### src/rtl/qie_pkg.sv
// Types, opcodes and the pixel hash function shared by the QOI encoder blocks.
package qie_pkg;

  typedef struct packed {
    logic [7:0] r;
    logic [7:0] g;
    logic [7:0] b;
    logic [7:0] a;
  } pixel_t;

  localparam int unsigned INDEX_W     = 6;
  localparam int unsigned INDEX_DEPTH = 64;
  localparam int unsigned CMD_BYTES   = 6;
  localparam int unsigned CMD_CNT_W   = 3;
  localparam int unsigned POS_W       = 4;

  localparam pixel_t PX_RESET = '{r: 8'h00, g: 8'h00, b: 8'h00, a: 8'hFF};

  localparam logic [7:0] OP_DIFF  = 8'h40;
  localparam logic [7:0] OP_LUMA  = 8'h80;
  localparam logic [7:0] OP_RUN   = 8'hC0;
  localparam logic [7:0] OP_RGB   = 8'hFE;
  localparam logic [7:0] OP_RGBA  = 8'hFF;
  localparam logic [7:0] ALPHA_OPAQUE = 8'hFF;

  localparam logic [7:0] END_BYTE_TAIL = 8'h01;
  localparam logic [7:0] END_BYTE_PAD  = 8'h00;
  localparam logic [POS_W-1:0] END_LEN = 4'd8;

  localparam logic [INDEX_W-1:0] MAX_RUN = 6'd62;

  localparam logic signed [7:0] DIFF_LO = -8'sd2;
  localparam logic signed [7:0] DIFF_HI = 8'sd1;
  localparam logic signed [7:0] LUMA_G_LO = -8'sd32;
  localparam logic signed [7:0] LUMA_G_HI = 8'sd31;
  localparam logic signed [7:0] LUMA_RB_LO = -8'sd8;
  localparam logic signed [7:0] LUMA_RB_HI = 8'sd7;
  localparam logic [7:0] DIFF_BIAS = 8'd2;
  localparam logic [7:0] LUMA_G_BIAS = 8'd32;
  localparam logic [7:0] LUMA_RB_BIAS = 8'd8;

  localparam logic [INDEX_W-1:0] HASH_R = 6'd3;
  localparam logic [INDEX_W-1:0] HASH_G = 6'd5;
  localparam logic [INDEX_W-1:0] HASH_B = 6'd7;
  localparam logic [INDEX_W-1:0] HASH_A = 6'd11;

  // Bytes of one pixel's chunks; data[0] goes out first.
  typedef struct packed {
    logic [CMD_BYTES-1:0][7:0] data;
    logic [CMD_CNT_W-1:0]      nbytes;
    logic                      eoi;
  } cmd_t;

  function automatic logic [INDEX_W-1:0] px_hash(pixel_t p);
    logic [INDEX_W-1:0] hr, hg, hb, ha;
    hr = INDEX_W'(p.r) * HASH_R;
    hg = INDEX_W'(p.g) * HASH_G;
    hb = INDEX_W'(p.b) * HASH_B;
    ha = INDEX_W'(p.a) * HASH_A;
    return hr + hg + hb + ha;
  endfunction

endpackage

### src/rtl/qie_intf.sv
// Handshake channel interfaces: pixel input, byte output, configuration write.
interface qie_pix_if;
  logic       valid;
  logic       ready;
  logic [7:0] red;
  logic [7:0] green;
  logic [7:0] blue;
  logic [7:0] alpha;
  logic       end_of_image;

  modport source (output valid, red, green, blue, alpha, end_of_image, input ready);
  modport sink   (input valid, red, green, blue, alpha, end_of_image, output ready);
endinterface

interface qie_byte_if;
  logic       valid;
  logic       ready;
  logic [7:0] out_byte;
  logic       last;

  modport source (output valid, out_byte, last, input ready);
  modport sink   (input valid, out_byte, last, output ready);
endinterface

interface qie_cfg_if;
  logic valid;
  logic ready;
  logic has_alpha;

  modport source (output valid, has_alpha, input ready);
  modport sink   (input valid, has_alpha, output ready);
endinterface

### src/rtl/qoi_image_encoder.sv
// QOI chunk encoder top level: pixels in, encoded stream bytes out.
//
// in_pix takes one RGBA pixel per transfer; end_of_image marks the image's
// final pixel. out_strm gives one stream byte per transfer; last is set on
// the final byte caused by a pixel. cfg_wr writes has_alpha (0 forces alpha
// to 255); it is taken in the cycle it is offered.
// A pixel is accepted every cycle while the command queue has room. A pixel's
// first byte is offered after the stage register and the queue. The output
// side moves one byte per cycle while out_strm is ready; a pixel makes 0 or
// 1 bytes on a run, 1 to 6 for a chunk, plus 8 for the end marker. The queue
// of QUEUE_DEPTH commands absorbs multi-byte chunks. When out_strm stalls,
// the queue fills and then in_pix.ready drops; nothing is lost. Reset clears
// the previous pixel to 0,0,0,255, the run count and the color index (valid
// flags), and sets has_alpha to 1. An end-of-image pixel clears the same
// state except has_alpha once its chunks are queued.
module qoi_image_encoder #(
  parameter int unsigned QUEUE_DEPTH = 4
) (
  input  logic       clk,
  input  logic       rst_n,
  qie_pix_if.sink    in_pix,
  qie_cfg_if.sink    cfg_wr,
  qie_byte_if.source out_strm
);
  import qie_pkg::*;

  cmd_t front_cmd;
  logic front_valid, front_ready;
  cmd_t back_cmd;
  logic back_valid, back_ready;

  qie_front u_front (
    .clk       (clk),
    .rst_n     (rst_n),
    .in_pix    (in_pix),
    .cfg_wr    (cfg_wr),
    .cmd_data  (front_cmd),
    .cmd_valid (front_valid),
    .cmd_ready (front_ready)
  );

  qie_fifo #(
    .DEPTH (QUEUE_DEPTH)
  ) u_fifo (
    .clk        (clk),
    .rst_n      (rst_n),
    .push_data  (front_cmd),
    .push_valid (front_valid),
    .push_ready (front_ready),
    .pop_data   (back_cmd),
    .pop_valid  (back_valid),
    .pop_ready  (back_ready)
  );

  qie_back u_back (
    .clk       (clk),
    .rst_n     (rst_n),
    .cmd_data  (back_cmd),
    .cmd_valid (back_valid),
    .cmd_ready (back_ready),
    .out_strm  (out_strm)
  );

endmodule

### src/rtl/qie_front.sv
// Front end: pixel accept, color index lookup, chunk selection, encoder state.
module qie_front (
  input  logic          clk,
  input  logic          rst_n,
  qie_pix_if.sink       in_pix,
  qie_cfg_if.sink       cfg_wr,
  output qie_pkg::cmd_t cmd_data,
  output logic          cmd_valid,
  input  logic          cmd_ready
);
  import qie_pkg::*;

  logic                   has_alpha_r;
  logic                   s1_valid_r;
  pixel_t                 s1_px_r;
  pixel_t                 s1_mem_r;
  logic [INDEX_W-1:0]     s1_h_r;
  logic                   s1_eoi_r;
  pixel_t                 prev_r;
  logic [INDEX_W-1:0]     run_r;
  logic [INDEX_W-1:0]     last_h_r;
  logic                   last_ok_r;
  logic [INDEX_DEPTH-1:0] valid_r;
  pixel_t                 mem [INDEX_DEPTH];

  pixel_t             in_px;
  logic [INDEX_W-1:0] in_h;
  logic               accept;
  logic               s1_fire;
  logic               need_push;
  pixel_t             entry;
  logic               is_run;
  logic [INDEX_W-1:0] run_cnt;
  logic               run_flag;
  logic [INDEX_W-1:0] run_code;
  logic [INDEX_W-1:0] run_nxt;
  logic [7:0]         run_byte;
  logic [7:0]         dr, dg, db, drg, dbg;
  logic [7:0]         dr_b, dg_b, db_b, dg_l, drg_l, dbg_l;
  logic [CMD_BYTES-1:0][7:0] op_bytes;
  logic [CMD_CNT_W-1:0]      op_n;

  assign cfg_wr.ready = 1'b1;

  always_ff @(posedge clk) begin
    if (!rst_n) begin
      has_alpha_r <= 1'b1;
    end else if (cfg_wr.valid) begin
      has_alpha_r <= cfg_wr.has_alpha;
    end
  end

  assign in_px.r = in_pix.red;
  assign in_px.g = in_pix.green;
  assign in_px.b = in_pix.blue;
  assign in_px.a = has_alpha_r ? in_pix.alpha : ALPHA_OPAQUE;
  assign in_h    = px_hash(in_px);

  assign in_pix.ready = !s1_valid_r || s1_fire;
  assign accept       = in_pix.valid && in_pix.ready;
  assign s1_fire      = s1_valid_r && (!need_push || cmd_ready);
  assign cmd_valid    = s1_valid_r && need_push;

  always_ff @(posedge clk) begin
    if (!rst_n) begin
      s1_valid_r <= 1'b0;
    end else if (accept) begin
      s1_valid_r <= 1'b1;
    end else if (s1_fire) begin
      s1_valid_r <= 1'b0;
    end
  end

  always_ff @(posedge clk) begin
    if (accept) begin
      s1_px_r  <= in_px;
      s1_h_r   <= in_h;
      s1_eoi_r <= in_pix.end_of_image;
      s1_mem_r <= mem[in_h];
    end
    if (s1_fire) begin
      mem[s1_h_r] <= s1_px_r;
    end
  end

  // read data predates the last write; bypass from the previous pixel
  always_comb begin
    if (last_ok_r && last_h_r == s1_h_r) begin
      entry = prev_r;
    end else if (valid_r[s1_h_r]) begin
      entry = s1_mem_r;
    end else begin
      entry = '0;
    end
  end

  assign is_run  = s1_px_r == prev_r;
  assign run_cnt = run_r + 6'd1;

  always_comb begin
    if (is_run) begin
      run_flag = (run_cnt == MAX_RUN) || s1_eoi_r;
      run_code = run_r;
      run_nxt  = (run_cnt == MAX_RUN) ? '0 : run_cnt;
    end else begin
      run_flag = run_r != '0;
      run_code = run_r - 6'd1;
      run_nxt  = '0;
    end
  end
  assign run_byte = OP_RUN | {2'b00, run_code};

  assign dr  = s1_px_r.r - prev_r.r;
  assign dg  = s1_px_r.g - prev_r.g;
  assign db  = s1_px_r.b - prev_r.b;
  assign drg = dr - dg;
  assign dbg = db - dg;
  assign dr_b  = dr + DIFF_BIAS;
  assign dg_b  = dg + DIFF_BIAS;
  assign db_b  = db + DIFF_BIAS;
  assign dg_l  = dg + LUMA_G_BIAS;
  assign drg_l = drg + LUMA_RB_BIAS;
  assign dbg_l = dbg + LUMA_RB_BIAS;

  always_comb begin
    op_bytes = '0;
    op_n     = '0;
    if (!is_run) begin
      if (entry == s1_px_r) begin
        op_bytes[0] = {2'b00, s1_h_r};
        op_n        = 3'd1;
      end else if (s1_px_r.a == prev_r.a) begin
        if ($signed(dr) >= DIFF_LO && $signed(dr) <= DIFF_HI &&
            $signed(dg) >= DIFF_LO && $signed(dg) <= DIFF_HI &&
            $signed(db) >= DIFF_LO && $signed(db) <= DIFF_HI) begin
          op_bytes[0] = OP_DIFF | {2'b00, dr_b[1:0], dg_b[1:0], db_b[1:0]};
          op_n        = 3'd1;
        end else if ($signed(dg) >= LUMA_G_LO && $signed(dg) <= LUMA_G_HI &&
                     $signed(drg) >= LUMA_RB_LO && $signed(drg) <= LUMA_RB_HI &&
                     $signed(dbg) >= LUMA_RB_LO && $signed(dbg) <= LUMA_RB_HI) begin
          op_bytes[0] = OP_LUMA | {2'b00, dg_l[5:0]};
          op_bytes[1] = {drg_l[3:0], dbg_l[3:0]};
          op_n        = 3'd2;
        end else begin
          op_bytes[0] = OP_RGB;
          op_bytes[1] = s1_px_r.r;
          op_bytes[2] = s1_px_r.g;
          op_bytes[3] = s1_px_r.b;
          op_n        = 3'd4;
        end
      end else begin
        op_bytes[0] = OP_RGBA;
        op_bytes[1] = s1_px_r.r;
        op_bytes[2] = s1_px_r.g;
        op_bytes[3] = s1_px_r.b;
        op_bytes[4] = s1_px_r.a;
        op_n        = 3'd5;
      end
    end
  end

  always_comb begin
    cmd_data.data[0] = run_flag ? run_byte : op_bytes[0];
    for (int i = 1; i < CMD_BYTES; i++) begin
      cmd_data.data[i] = run_flag ? op_bytes[i-1] : op_bytes[i];
    end
    cmd_data.nbytes = op_n + {2'b00, run_flag};
    cmd_data.eoi    = s1_eoi_r;
  end

  assign need_push = run_flag || (op_n != '0) || s1_eoi_r;

  always_ff @(posedge clk) begin
    if (!rst_n) begin
      prev_r    <= PX_RESET;
      run_r     <= '0;
      valid_r   <= '0;
      last_ok_r <= 1'b0;
      last_h_r  <= '0;
    end else if (s1_fire) begin
      last_h_r <= s1_h_r;
      if (s1_eoi_r) begin
        prev_r    <= PX_RESET;
        run_r     <= '0;
        valid_r   <= '0;
        last_ok_r <= 1'b0;
      end else begin
        prev_r          <= s1_px_r;
        run_r           <= run_nxt;
        valid_r[s1_h_r] <= 1'b1;
        last_ok_r       <= 1'b1;
      end
    end
  end

  a_run_below_max: assert property (@(posedge clk) disable iff (!rst_n)
    run_r < MAX_RUN)
    else $error("run count reached flush limit");

  a_eoi_clears: assert property (@(posedge clk) disable iff (!rst_n)
    s1_fire && s1_eoi_r |=> prev_r == PX_RESET && run_r == '0 && valid_r == '0)
    else $error("end of image did not clear state");

  a_stall_holds: assert property (@(posedge clk) disable iff (!rst_n)
    s1_valid_r && !s1_fire |=> s1_valid_r && $stable(s1_px_r) && $stable(s1_h_r))
    else $error("stalled pixel lost");

endmodule

### src/rtl/qie_fifo.sv
// Command queue between the classifier and the byte serializer.
module qie_fifo #(
  parameter int unsigned DEPTH = 4
) (
  input  logic          clk,
  input  logic          rst_n,
  input  qie_pkg::cmd_t push_data,
  input  logic          push_valid,
  output logic          push_ready,
  output qie_pkg::cmd_t pop_data,
  output logic          pop_valid,
  input  logic          pop_ready
);
  import qie_pkg::*;

  localparam int unsigned AW = (DEPTH > 1) ? $clog2(DEPTH) : 1;
  localparam int unsigned CW = $clog2(DEPTH + 1);

  cmd_t          q_r [DEPTH];
  logic [AW-1:0] wr_ptr_r, rd_ptr_r;
  logic [CW-1:0] count_r;
  logic          push, pop;

  assign push_ready = count_r != CW'(DEPTH);
  assign pop_valid  = count_r != '0;
  assign push       = push_valid && push_ready;
  assign pop        = pop_valid && pop_ready;
  assign pop_data   = q_r[rd_ptr_r];

  always_ff @(posedge clk) begin
    if (push) begin
      q_r[wr_ptr_r] <= push_data;
    end
  end

  always_ff @(posedge clk) begin
    if (!rst_n) begin
      wr_ptr_r <= '0;
      rd_ptr_r <= '0;
      count_r  <= '0;
    end else begin
      if (push) begin
        wr_ptr_r <= (wr_ptr_r == AW'(DEPTH - 1)) ? '0 : wr_ptr_r + 1'b1;
      end
      if (pop) begin
        rd_ptr_r <= (rd_ptr_r == AW'(DEPTH - 1)) ? '0 : rd_ptr_r + 1'b1;
      end
      if (push && !pop) begin
        count_r <= count_r + 1'b1;
      end else if (pop && !push) begin
        count_r <= count_r - 1'b1;
      end
    end
  end

  a_count_bound: assert property (@(posedge clk) disable iff (!rst_n)
    count_r <= CW'(DEPTH))
    else $error("queue count out of range");

endmodule

### src/rtl/qie_back.sv
// Back end: serializes queued chunk bytes and the end marker, one per transfer.
module qie_back (
  input  logic          clk,
  input  logic          rst_n,
  input  qie_pkg::cmd_t cmd_data,
  input  logic          cmd_valid,
  output logic          cmd_ready,
  qie_byte_if.source    out_strm
);
  import qie_pkg::*;

  cmd_t             cur_r;
  logic             cur_valid_r;
  logic [POS_W-1:0] pos_r;

  logic [POS_W-1:0] total;
  logic             at_last;
  logic             xfer;

  assign total   = {1'b0, cur_r.nbytes} + (cur_r.eoi ? END_LEN : '0);
  assign at_last = pos_r == total - 1'b1;
  assign xfer    = out_strm.valid && out_strm.ready;

  assign out_strm.valid = cur_valid_r;
  assign out_strm.last  = at_last;

  always_comb begin
    if (pos_r < {1'b0, cur_r.nbytes}) begin
      out_strm.out_byte = cur_r.data[pos_r[CMD_CNT_W-1:0]];
    end else if (at_last) begin
      out_strm.out_byte = END_BYTE_TAIL;
    end else begin
      out_strm.out_byte = END_BYTE_PAD;
    end
  end

  assign cmd_ready = !cur_valid_r || (xfer && at_last);

  always_ff @(posedge clk) begin
    if (!rst_n) begin
      cur_valid_r <= 1'b0;
      pos_r       <= '0;
    end else if (cmd_ready) begin
      cur_valid_r <= cmd_valid;
      pos_r       <= '0;
    end else if (xfer) begin
      pos_r <= pos_r + 1'b1;
    end
  end

  always_ff @(posedge clk) begin
    if (cmd_ready && cmd_valid) begin
      cur_r <= cmd_data;
    end
  end

  a_pos_in_range: assert property (@(posedge clk) disable iff (!rst_n)
    cur_valid_r |-> pos_r < total && total != '0)
    else $error("serializer position past end of chunk");

endmodule

### src/flat_wrapper.sv
// flat-port wrapper written by rule: the top's interface ports become plain ports
module qoi_image_encoder_flat import qie_pkg::*;
#(
  parameter int unsigned QUEUE_DEPTH = 4
)
  (clk, rst_n, in_pix_valid, in_pix_red, in_pix_green, in_pix_blue, in_pix_alpha, in_pix_end_of_image, in_pix_ready, cfg_wr_valid, cfg_wr_has_alpha, cfg_wr_ready, out_strm_valid, out_strm_out_byte, out_strm_last, out_strm_ready);
  qie_pix_if in_pix_i ();
  qie_cfg_if cfg_wr_i ();
  qie_byte_if out_strm_i ();
  input  logic clk;
  input  logic rst_n;
  input wire logic [$bits(in_pix_i.valid)-1:0] in_pix_valid;
  input wire logic [$bits(in_pix_i.red)-1:0] in_pix_red;
  input wire logic [$bits(in_pix_i.green)-1:0] in_pix_green;
  input wire logic [$bits(in_pix_i.blue)-1:0] in_pix_blue;
  input wire logic [$bits(in_pix_i.alpha)-1:0] in_pix_alpha;
  input wire logic [$bits(in_pix_i.end_of_image)-1:0] in_pix_end_of_image;
  output wire logic [$bits(in_pix_i.ready)-1:0] in_pix_ready;
  input wire logic [$bits(cfg_wr_i.valid)-1:0] cfg_wr_valid;
  input wire logic [$bits(cfg_wr_i.has_alpha)-1:0] cfg_wr_has_alpha;
  output wire logic [$bits(cfg_wr_i.ready)-1:0] cfg_wr_ready;
  output wire logic [$bits(out_strm_i.valid)-1:0] out_strm_valid;
  output wire logic [$bits(out_strm_i.out_byte)-1:0] out_strm_out_byte;
  output wire logic [$bits(out_strm_i.last)-1:0] out_strm_last;
  input wire logic [$bits(out_strm_i.ready)-1:0] out_strm_ready;
  assign in_pix_i.valid = in_pix_valid;
  assign in_pix_i.red = in_pix_red;
  assign in_pix_i.green = in_pix_green;
  assign in_pix_i.blue = in_pix_blue;
  assign in_pix_i.alpha = in_pix_alpha;
  assign in_pix_i.end_of_image = in_pix_end_of_image;
  assign in_pix_ready = in_pix_i.ready;
  assign cfg_wr_i.valid = cfg_wr_valid;
  assign cfg_wr_i.has_alpha = cfg_wr_has_alpha;
  assign cfg_wr_ready = cfg_wr_i.ready;
  assign out_strm_valid = out_strm_i.valid;
  assign out_strm_out_byte = out_strm_i.out_byte;
  assign out_strm_last = out_strm_i.last;
  assign out_strm_i.ready = out_strm_ready;
  qoi_image_encoder #(.QUEUE_DEPTH(QUEUE_DEPTH)) u_core (.clk(clk), .rst_n(rst_n), .in_pix(in_pix_i), .cfg_wr(cfg_wr_i), .out_strm(out_strm_i));
endmodule
### config.mk
export PLATFORM = sky130hd
export DESIGN_NAME = qoi_image_encoder_flat
export DESIGN_NICKNAME = d
export VERILOG_FILES = /design/src/rtl/qie_pkg.sv /design/src/rtl/qie_intf.sv /design/src/rtl/qoi_image_encoder.sv /design/src/rtl/qie_front.sv /design/src/rtl/qie_fifo.sv /design/src/rtl/qie_back.sv /design/src/flat_wrapper.sv
export SDC_FILE = /design/constraint.sdc
export NUM_CORES = 2
export LEC_CHECK = 0
export BUFFER_PORTS_ARGS = -buffer_cell sky130_fd_sc_hd__buf_2
export CORE_UTILIZATION = 57
export DETAILED_ROUTE_END_ITERATION = 7
export PLACE_DENSITY = 0.8
export SYNTH_ARGS = -nofsm -noshare
export SYNTH_HDL_FRONTEND = slang
export SYNTH_SLANG_ARGS = --single-unit
### constraint.sdc
create_clock -name clk -period 9.4 [get_ports clk]
set_clock_uncertainty 0.15 [all_clocks]
set_input_delay 1.41 -clock clk [delete_from_list [all_inputs] [get_ports clk]]
set_output_delay 1.41 -clock clk [all_outputs]
set_load 0.03 [all_outputs]
Word-level counts from Yosys, hierarchy flattened:

Memories as Yosys holds them, arrays and structs flattened. A register that Yosys moved wholly into a read port is not among the register bits.
Cells that the tools add are included.
Widths: inputs -> output; s select.

* add/subtract/negate cells: 24
* multipliers: 4
* $lt $le $gt $ge: 16
* equal/unequal tests: 9
* mux-type cells: 50
* bitwise operators: 2
* reductions and logical operators: 38

Operator list (count)
* $mux 32: 5
* $mux 8: 11
* $eq 32x32->1: 2
* $mux 64: 1
* $or 64x64->64: 1
* $mux 40: 1
* $sub 8x8->8: 5
* $mux 16: 2
* $mux 6: 5
* $bmux 8 s3: 1
* $ge 8x2->1 const B: 3
* $le 8x2->1 const B: 3
* $mux 24: 1
* $logic_and 1x1->1: 21
* $mux 3: 7
* $add 6x6->6: 3
* $ge 8x4->1 const B: 2
* $le 8x4->1 const B: 2
* $mul 6x3->6 const B: 2
* $mux 1: 11
* $add 4x4->4 const B: 2
* $eq 8x8->1: 1
* $ge 8x6->1 const B: 1
* $le 8x6->1 const B: 1
* other kinds (33): 49

* register bits after elaboration: 162
* bits in writable memories: 2256
* input port bits: 39
* output and inout port bits: 12
* logic and storage cells: 167
* memories: 2

Memory list
* u_core.u_front.mem: depth 64, bits a word 32, rd ports 1, clocked after memory_dff 1, write ports 1, line qie_front.sv:24 `pixel_t mem [INDEX_DEPTH];`
* u_core.u_fifo.q_r: depth 4, bits a word 52, rd ports 1, clocked after memory_dff 1, write ports 1, line qie_fifo.sv:19 `cmd_t q_r [DEPTH];`

Logic depth before layout (Yosys ltp):

* depth in word-level cells: 21
* mapped depth: 21
* gate-level depth less buffers: 19

By module:

From an unflattened synthesis, not the netlist that was laid out.

* cell total of the unflattened synthesis: 4837
* area, all modules: 99808.2 um2

Modules (own cells, without submodules)
* qie_front: times used 1, cells each 4380, area an instance 89495.8 um2, sequential area each 65853.2 um2
* qie_fifo: times used 1, cells each 323, area an instance 7975.1 um2, sequential area each 6426.2 um2
* qie_back: times used 1, cells each 134, area an instance 2337.2 um2, sequential area each 1661.6 um2

Worst setup path after synthesis:

No wires, ideal clock.

* path type: reg2reg
* start: reg u_core.u_front.s1_px_r[16] (netlist name)
* end: reg u_core.u_front.s1_eoi_r (enable)
* library setup time: 0.543 ns
* arrival time: 6.428 ns
* data required time: 8.707 ns
* setup slack: 2.279 ns
* cell stages (with the launch flop): 11
* path buffers: 2
* clock period less this slack: 7.121 ns
* cells stage by stage: edfxtp_1 -> inv_1 -> ha_1 -> nand4_1 -> nor4_1 -> nand2_1 -> nor3_1 -> clkbuf_1 -> nand2b_1 -> clkbuf_1 -> a31oi_1

* cells in the longest elaborated chain, start to end: 20
* elaborated cells on any way between the ends: 36
* those cells by class: add/sub (3); order compare (8); eq/ne (2); mux (6); reduce/logical (17)

RTL lines
* from (decl): line qie_front.sv:15 `pixel_t s1_px_r;`
* from (signal assigned): line qie_front.sv:76 `s1_px_r <= in_px;`
* $sub 8x8->8: line qie_front.sv:114 `assign dg = s1_px_r.g - prev_r.g;`
* $sub 8x8->8, or another cell as far along: line qie_front.sv:116 `assign drg = dr - dg;`
* $ge 8x4->1 or $logic_and 1x1->1 (tied branches): line qie_front.sv:139, qie_front.sv:138
* $logic_and 1x1->1: line qie_front.sv:138 `end else if ($signed(dg) >= LUMA_G_LO && $signed(dg) <= LUMA_G_HI &&`
* $logic_and 1x1->1 (2 in series): line qie_front.sv:139 `$signed(drg) >= LUMA_RB_LO && $signed(drg) <= LUMA_RB_HI &&`
* $logic_and 1x1->1: line qie_front.sv:140 `$signed(dbg) >= LUMA_RB_LO && $signed(dbg) <= LUMA_RB_HI) begin`
* $mux 3: line qie_front.sv:138
* $mux 3: line qie_front.sv:133 `if ($signed(dr) >= DIFF_LO && $signed(dr) <= DIFF_HI &&`
* (+3 left out)
* $reduce_bool 3->1: line qie_front.sv:171 `assign need_push = run_flag || (op_n != '0) || s1_eoi_r;`
* $logic_or 1x1->1 * (2 in series): line qie_front.sv:171
* $logic_not 1->1 *: line qie_front.sv:61 `assign s1_fire = s1_valid_r && (!need_push || cmd_ready);`
* $logic_or 1x1->1 *: line qie_front.sv:61
* $logic_and 1x1->1 *: line qie_front.sv:61
* $logic_or 1x1->1 *: line qie_front.sv:59 `assign in_pix.ready = !s1_valid_r || s1_fire;`
* $logic_and 1x1->1 *: line qie_front.sv:60 `assign accept = in_pix.valid && in_pix.ready;`
* named net u_core.u_front.accept: line qie_front.sv:28 `logic accept;`
* to (signal assigned): line qie_front.sv:78 `s1_eoi_r <= in_pix.end_of_image;`
* to (decl): line qie_front.sv:18 `logic s1_eoi_r;`

The timed path passes the listed nets; every way through them passes the cells marked *.
A chain may end at the register's enable or synchronous reset.

Worst setup path after layout:

* start: reg u_core.u_front.s1_px_r[28] (netlist name)
* end: mem u_core.u_front.mem[51][6] (netlist name) (enable)

* cells in the longest elaborated chain, start to end: 20
* elaborated cells on any way between the ends: 31
* those cells by class: add/sub (2); order compare (4); eq/ne (2); mux (8); reduce/logical (15)

RTL lines
* $sub 8x8->8: line qie_front.sv:113 `assign dr = s1_px_r.r - prev_r.r;`
* $sub 8x8->8: line qie_front.sv:116
* $ge 8x4->1: line qie_front.sv:139
* $logic_and 1x1->1: line qie_front.sv:138
* $logic_and 1x1->1 (2 in series): line qie_front.sv:139
* $logic_and 1x1->1: line qie_front.sv:140
* $mux 3: line qie_front.sv:138
* $mux 3: line qie_front.sv:133
* (+2 left out)
* $mux 3: line qie_front.sv:128 `if (!is_run) begin`
* $reduce_bool 3->1: line qie_front.sv:171
* $logic_or 1x1->1 * (2 in series): line qie_front.sv:171
* $logic_not 1->1 *: line qie_front.sv:61
* $logic_or 1x1->1 *: line qie_front.sv:61
* $logic_and 1x1->1 *: line qie_front.sv:61
* $mux 1 *: line qie_front.sv:81 `if (s1_fire) begin`
* $mux 1 (implied by the code) *: line qie_front.sv:82 `mem[s1_h_r] <= s1_px_r;`
* to (decl): line qie_front.sv:24

Every way passes the cells marked *; elsewhere a longest branch is shown, timed or not.

==> impl_table.tex <==
\begin{tabular}{lr}
\hline
Metric & Value \\
\hline
\multicolumn{2}{l}{\textbf{Placed design}} \\
\quad Last weighted congestion value of the routability-driven placer & 0.9749 \\
\quad Post-place setup slack & 1810 ps \\
\quad Final HPWL from detailed placement & 155900 um \\
\quad Instance count after placement with tap cells included & 7061 \\
\quad Buffers on Ports & 49 \\
\quad Total cell area at the placement stage & 0.1039 mm\^{}2 \\
\multicolumn{2}{l}{\textbf{Drt}} \\
\quad DRC marker count from the first detailed-route iteration & 8200 \\
\quad Final wirelength & 278100 um \\
\quad Remaining DRCs & 10 \\
\quad Final ANT Viol Nets & 0 \\
\quad Number of iterations in the first detailed-routing pass & 8 \\
\quad Routed wirelength normalized by instance count & 37.09 um \\
\quad Vias after detailed routing & 52840 \\
\quad Average via count per standard cell & 7.046 \\
\multicolumn{2}{l}{\textbf{Clock network}} \\
\quad Clock buffer count from CTS & 231 \\
\quad Clock-pin slew on the worst setup and hold paths & 60 ps \\
\quad Count of cells resized by post-cts repair & 0 \\
\quad CTS H-Tree Depth & 4 \\
\quad Number of clock sinks & 2502 \\
\quad Source-to-sink clock delay at the later pin of the worst-skew pair & 920 ps \\
\quad Setup bufs post-CTS & 0 \\
\quad Clk Tree Root Cell & sky130\_fd\_sc\_hd\_\_clkbuf\_16 \\
\quad CTS Hold Bufs & 0 \\
\quad Clock tree from TritonCTS & done \\
\quad Clock buffer depth & 3 \\
\multicolumn{2}{l}{\textbf{Finish}} \\
\quad Design area & 0.1115 mm\^{}2 \\
\quad Final net count & 5102 \\
\quad Area occupied by multi-input gates & 0.02486 mm\^{}2 \\
\quad Non-filler cells in the finished layout & 7499 \\
\quad Fraction of final layout cells with drive strength greater than 1 & 0.2693 \\
\quad Layout filler cell count & 10820 \\
\quad Growth of design area from synthesis to finish & 11.97\% \\
\quad Register cell area after layout & 0.07391 mm\^{}2 \\
\multicolumn{2}{l}{\textbf{Global route}} \\
\quad Global-route wire length before repair & 389700 um \\
\quad Number of antenna violations at the first check in global routing & 20 \\
\quad GR Overflow Total & 0 \\
\quad Global router's overall resource usage & 0.3192 \\
\quad Number of global-route vias before repair & 52550 \\
\quad Pin count of the biggest net entering global routing & 95 \\
\multicolumn{2}{l}{\textbf{Worst setup path}} \\
\quad Critical path's top delay family & simple AND/OR/NAND/NOR gates \\
\quad Critical Path Start Type & register \\
\quad Crit Path Max Fanout & 53 \\
\quad Critical path's slowest cell & sky130\_fd\_sc\_hd\_\_edfxtp\_1 \\
\quad Bufs and invs on worst path & 4 \\
\quad Critical path data required time & 9760 ps \\
\quad Kind of end point of the critical path & register \\
\quad Path type of the worst setup path & register to register \\
\quad Cell occurring most often along the worst timing path & sky130\_fd\_sc\_hd\_\_buf\_4 \\
\quad CP Cell Sequence & buf\_4 -> ha\_1 -> nand4\_1 -> nor4\_1 -> nand2\_1 -> nor3\_1 -> buf\_4 -> nand2b\_1 -> nand2\_1 -> nand2\_2 -> buf\_4 -> nor2\_1 -> nand3\_1 -> nor2\_4 -> buf\_4 \\
\quad Maximum cell stage delay along the critical path & 1050 ps \\
\quad Arrival time reported for the critical path endpoint & 7310 ps \\
\multicolumn{2}{l}{\textbf{Logic synthesis}} \\
\quad Area share of the leading cell type in the synthesized netlist & 0.7174 \\
\quad Synthesized instance count & 4755 \\
\quad Top post-synthesis cells by area & sky130\_fd\_sc\_hd\_\_edfxtp\_1, sky130\_fd\_sc\_hd\_\_mux4\_2, sky130\_fd\_sc\_hd\_\_dfxtp\_1 \\
\quad Synthesis Warnings & 0 \\
\quad Synthesized flop and latch total & 2502 \\
\quad Synth area leader & sky130\_fd\_sc\_hd\_\_edfxtp\_1 \\
\quad Area of the mapped netlist & 0.09957 mm\^{}2 \\
\quad Number of nets produced by synthesis & 4888 \\
\quad Fraction of registers with async set/reset & 0 \\
\quad Most frequent cell after synthesis & sky130\_fd\_sc\_hd\_\_edfxtp\_1 \\
\quad Commonest cells in the synthesized netlist & sky130\_fd\_sc\_hd\_\_edfxtp\_1, sky130\_fd\_sc\_hd\_\_mux4\_2, sky130\_fd\_sc\_hd\_\_clkbuf\_1 \\
\quad Average footprint of a synthesized cell & 20.94 um\^{}2 \\
\quad Netlist cell types & 87 \\
\quad Number of enable-type register cells in the synthesized netlist & 2379 \\
\quad Sequential element share of the synthesized area & 0.7422 \\
\quad Top\_reg\_cell synth & sky130\_fd\_sc\_hd\_\_edfxtp\_1 \\
\multicolumn{2}{l}{\textbf{Timing}} \\
\quad Setup repair after global routing missed its margin & false \\
\quad Least-Margin Pin Slew & 1438 ps \\
\quad Total setup violations reported at the end of the flow & 0 \\
\quad Post-layout min period & 6955 ps \\
\quad TNS Setup & 0 ps \\
\quad Max Freq & 0.1438 GHz \\
\quad Final Hold Vio Count & 0 \\
\quad Tightest hold margin & 317.7 ps \\
\quad Setup WS post-layout & 2445 ps \\
\quad Max-Slew Margin vs Limit & 0.03952 \\
\quad Number of pins with negative max-slew slack in the final report & 0 \\
\quad Crit share post-route & 0.7399 \\
\multicolumn{2}{l}{\textbf{Min path}} \\
\quad Kind of path behind the tightest hold check & register to register \\
\multicolumn{2}{l}{\textbf{Die}} \\
\quad Top-level I/O count & 51 \\
\quad Vertical die dimension & 420.0 um \\
\quad Die Area & 0.1764 mm\^{}2 \\
\quad Placement Rows & 153 \\
\quad Starting density of the core & 0.5735 \\
\quad Die X & 420.0 um \\
\quad Core region area & 0.1736 mm\^{}2 \\
\multicolumn{2}{l}{\textbf{Power}} \\
\quad Power density over cell area & 335.9 mW/mm\^{}2 \\
\quad LEAKAGE & 0.03519 uW \\
\quad Largest voltage drop on the vdd net & 0.0006934 V \\
\multicolumn{2}{l}{\textbf{Status}} \\
\quad Run status & finished with violations \\
\quad Violations in the final reports & design-rule violations \\
\multicolumn{2}{l}{\textbf{Job}} \\
\quad Number of maximum-capacitance violations & 0 \\
\hline
\end{tabular}
[layout make-up]
cell class	count	area share
sequential	2502	0.6629
antenna	5	0.0001122
inverter	131	0.004410
clock buffer	289	0.05462
timing repair buffer	217	0.01553
multi-input combinational	1886	0.2230
tap	2325	0.02609
clock inverter	144	0.01335
[routing by layer]
layer  global-route usage  routed length, um  share of wire  vias to the layer above
li1                     -                  -              -                    20130
met1               0.4142              93990           0.34                    27220
met2               0.4874             129200           0.46                     4574
met3               0.1082              39240           0.14                      884
met4               0.1525              15350          0.055                       24
met5             0.006669                317         0.0011                        -
[final timing paths]
| path | start | to | slack (ps) | depth (start not counted) |
|---|---|---|---|---|
| max reg2reg | u_core.u_front.s1_px_r[28] | u_core.u_front.mem[51][6] | 2450 | 15 |
| min | u_core.u_front.valid_r[51] | u_core.u_front.valid_r[51] | 320 | 1 |
| max | u_core.u_front.s1_px_r[28] | u_core.u_front.mem[51][6] | 2450 | 15 |
| min reg2reg | u_core.u_front.valid_r[51] | u_core.u_front.valid_r[51] | 320 | 1 |
[layout by cell type (no fill, tap or decap), drive strengths merged, types with 9 or more instances in the layout]
cell type and n:
edfxtp 2379, mux4 700, clkbuf 289, buf 217
nor2 158, inv 135, nand2 128, dfxtp 123
clkinv 112, o21a 84, o21ai 71, ha 65
xnor2 63, mux2i 58, a21oi 47, mux2 44
nor3 41, xor2 31, fa 29, a221oi 28
o22ai 28, nor2b 27, nor4 26, nand4 23
nand2b 22, and2 21, nand3 20, a21boi 20
o31ai 19, bufinv 19, a22oi 17, clkinvlp 9
o211ai 9, a211oi 9
[flip-flops by register name (all words and copies together) (netlist names), 3 cells and up]
| name | cells |
|---|---|
| u_core.u_front.mem | 2048 |
| u_core.u_fifo.q_r | 208 |
| u_core.u_front.valid_r | 64 |
| u_core.u_back.cur_r | 52 |
| u_core.u_front.prev_r | 32 |
| u_core.u_front.s1_mem_r | 32 |
| u_core.u_front.s1_px_r | 32 |
| u_core.u_front.last_h_r | 6 |
| u_core.u_front.run_r | 6 |
| u_core.u_front.s1_h_r | 6 |
| u_core.u_back.pos_r | 4 |
| u_core.u_fifo.count_r | 3 |
[stage by stage]
stage                 util  total power (uW)
floorplan                -             22460
global placement    0.5984             27230
detailed placement  0.5984             27550
CTS                 0.6420             37140
global route        0.6421             38120
finish              0.6421             37460
[where the power goes]
group / total [uW] / switching, uW / leakage [uW] / internal, uW
Clock: 9370 / 4230 / 0.00366 / 5150
Combinational: 14600 / 8770 / 0.00914 / 5850
Sequential: 13500 / 354 / 0.0224 / 13100
[kinds of logic (layout without fill, tap and decap cells)]
logic type	count (synthesis)	in the layout	share of synthesized area
DFF	2502	2502	0.7422
muxes	802	802	0.1691
and+or+nand+nor	506	506	0.02435
AOI/OAI and AO/OA	386	386	0.02730
buffers and inverters	367	781	0.01436
adders and majority gates	97	97	0.01430
xor gates and xnor gates	94	94	0.008344
other	1	6	0.00003766
Note: power is estimated with default switching activity, not from simulation.
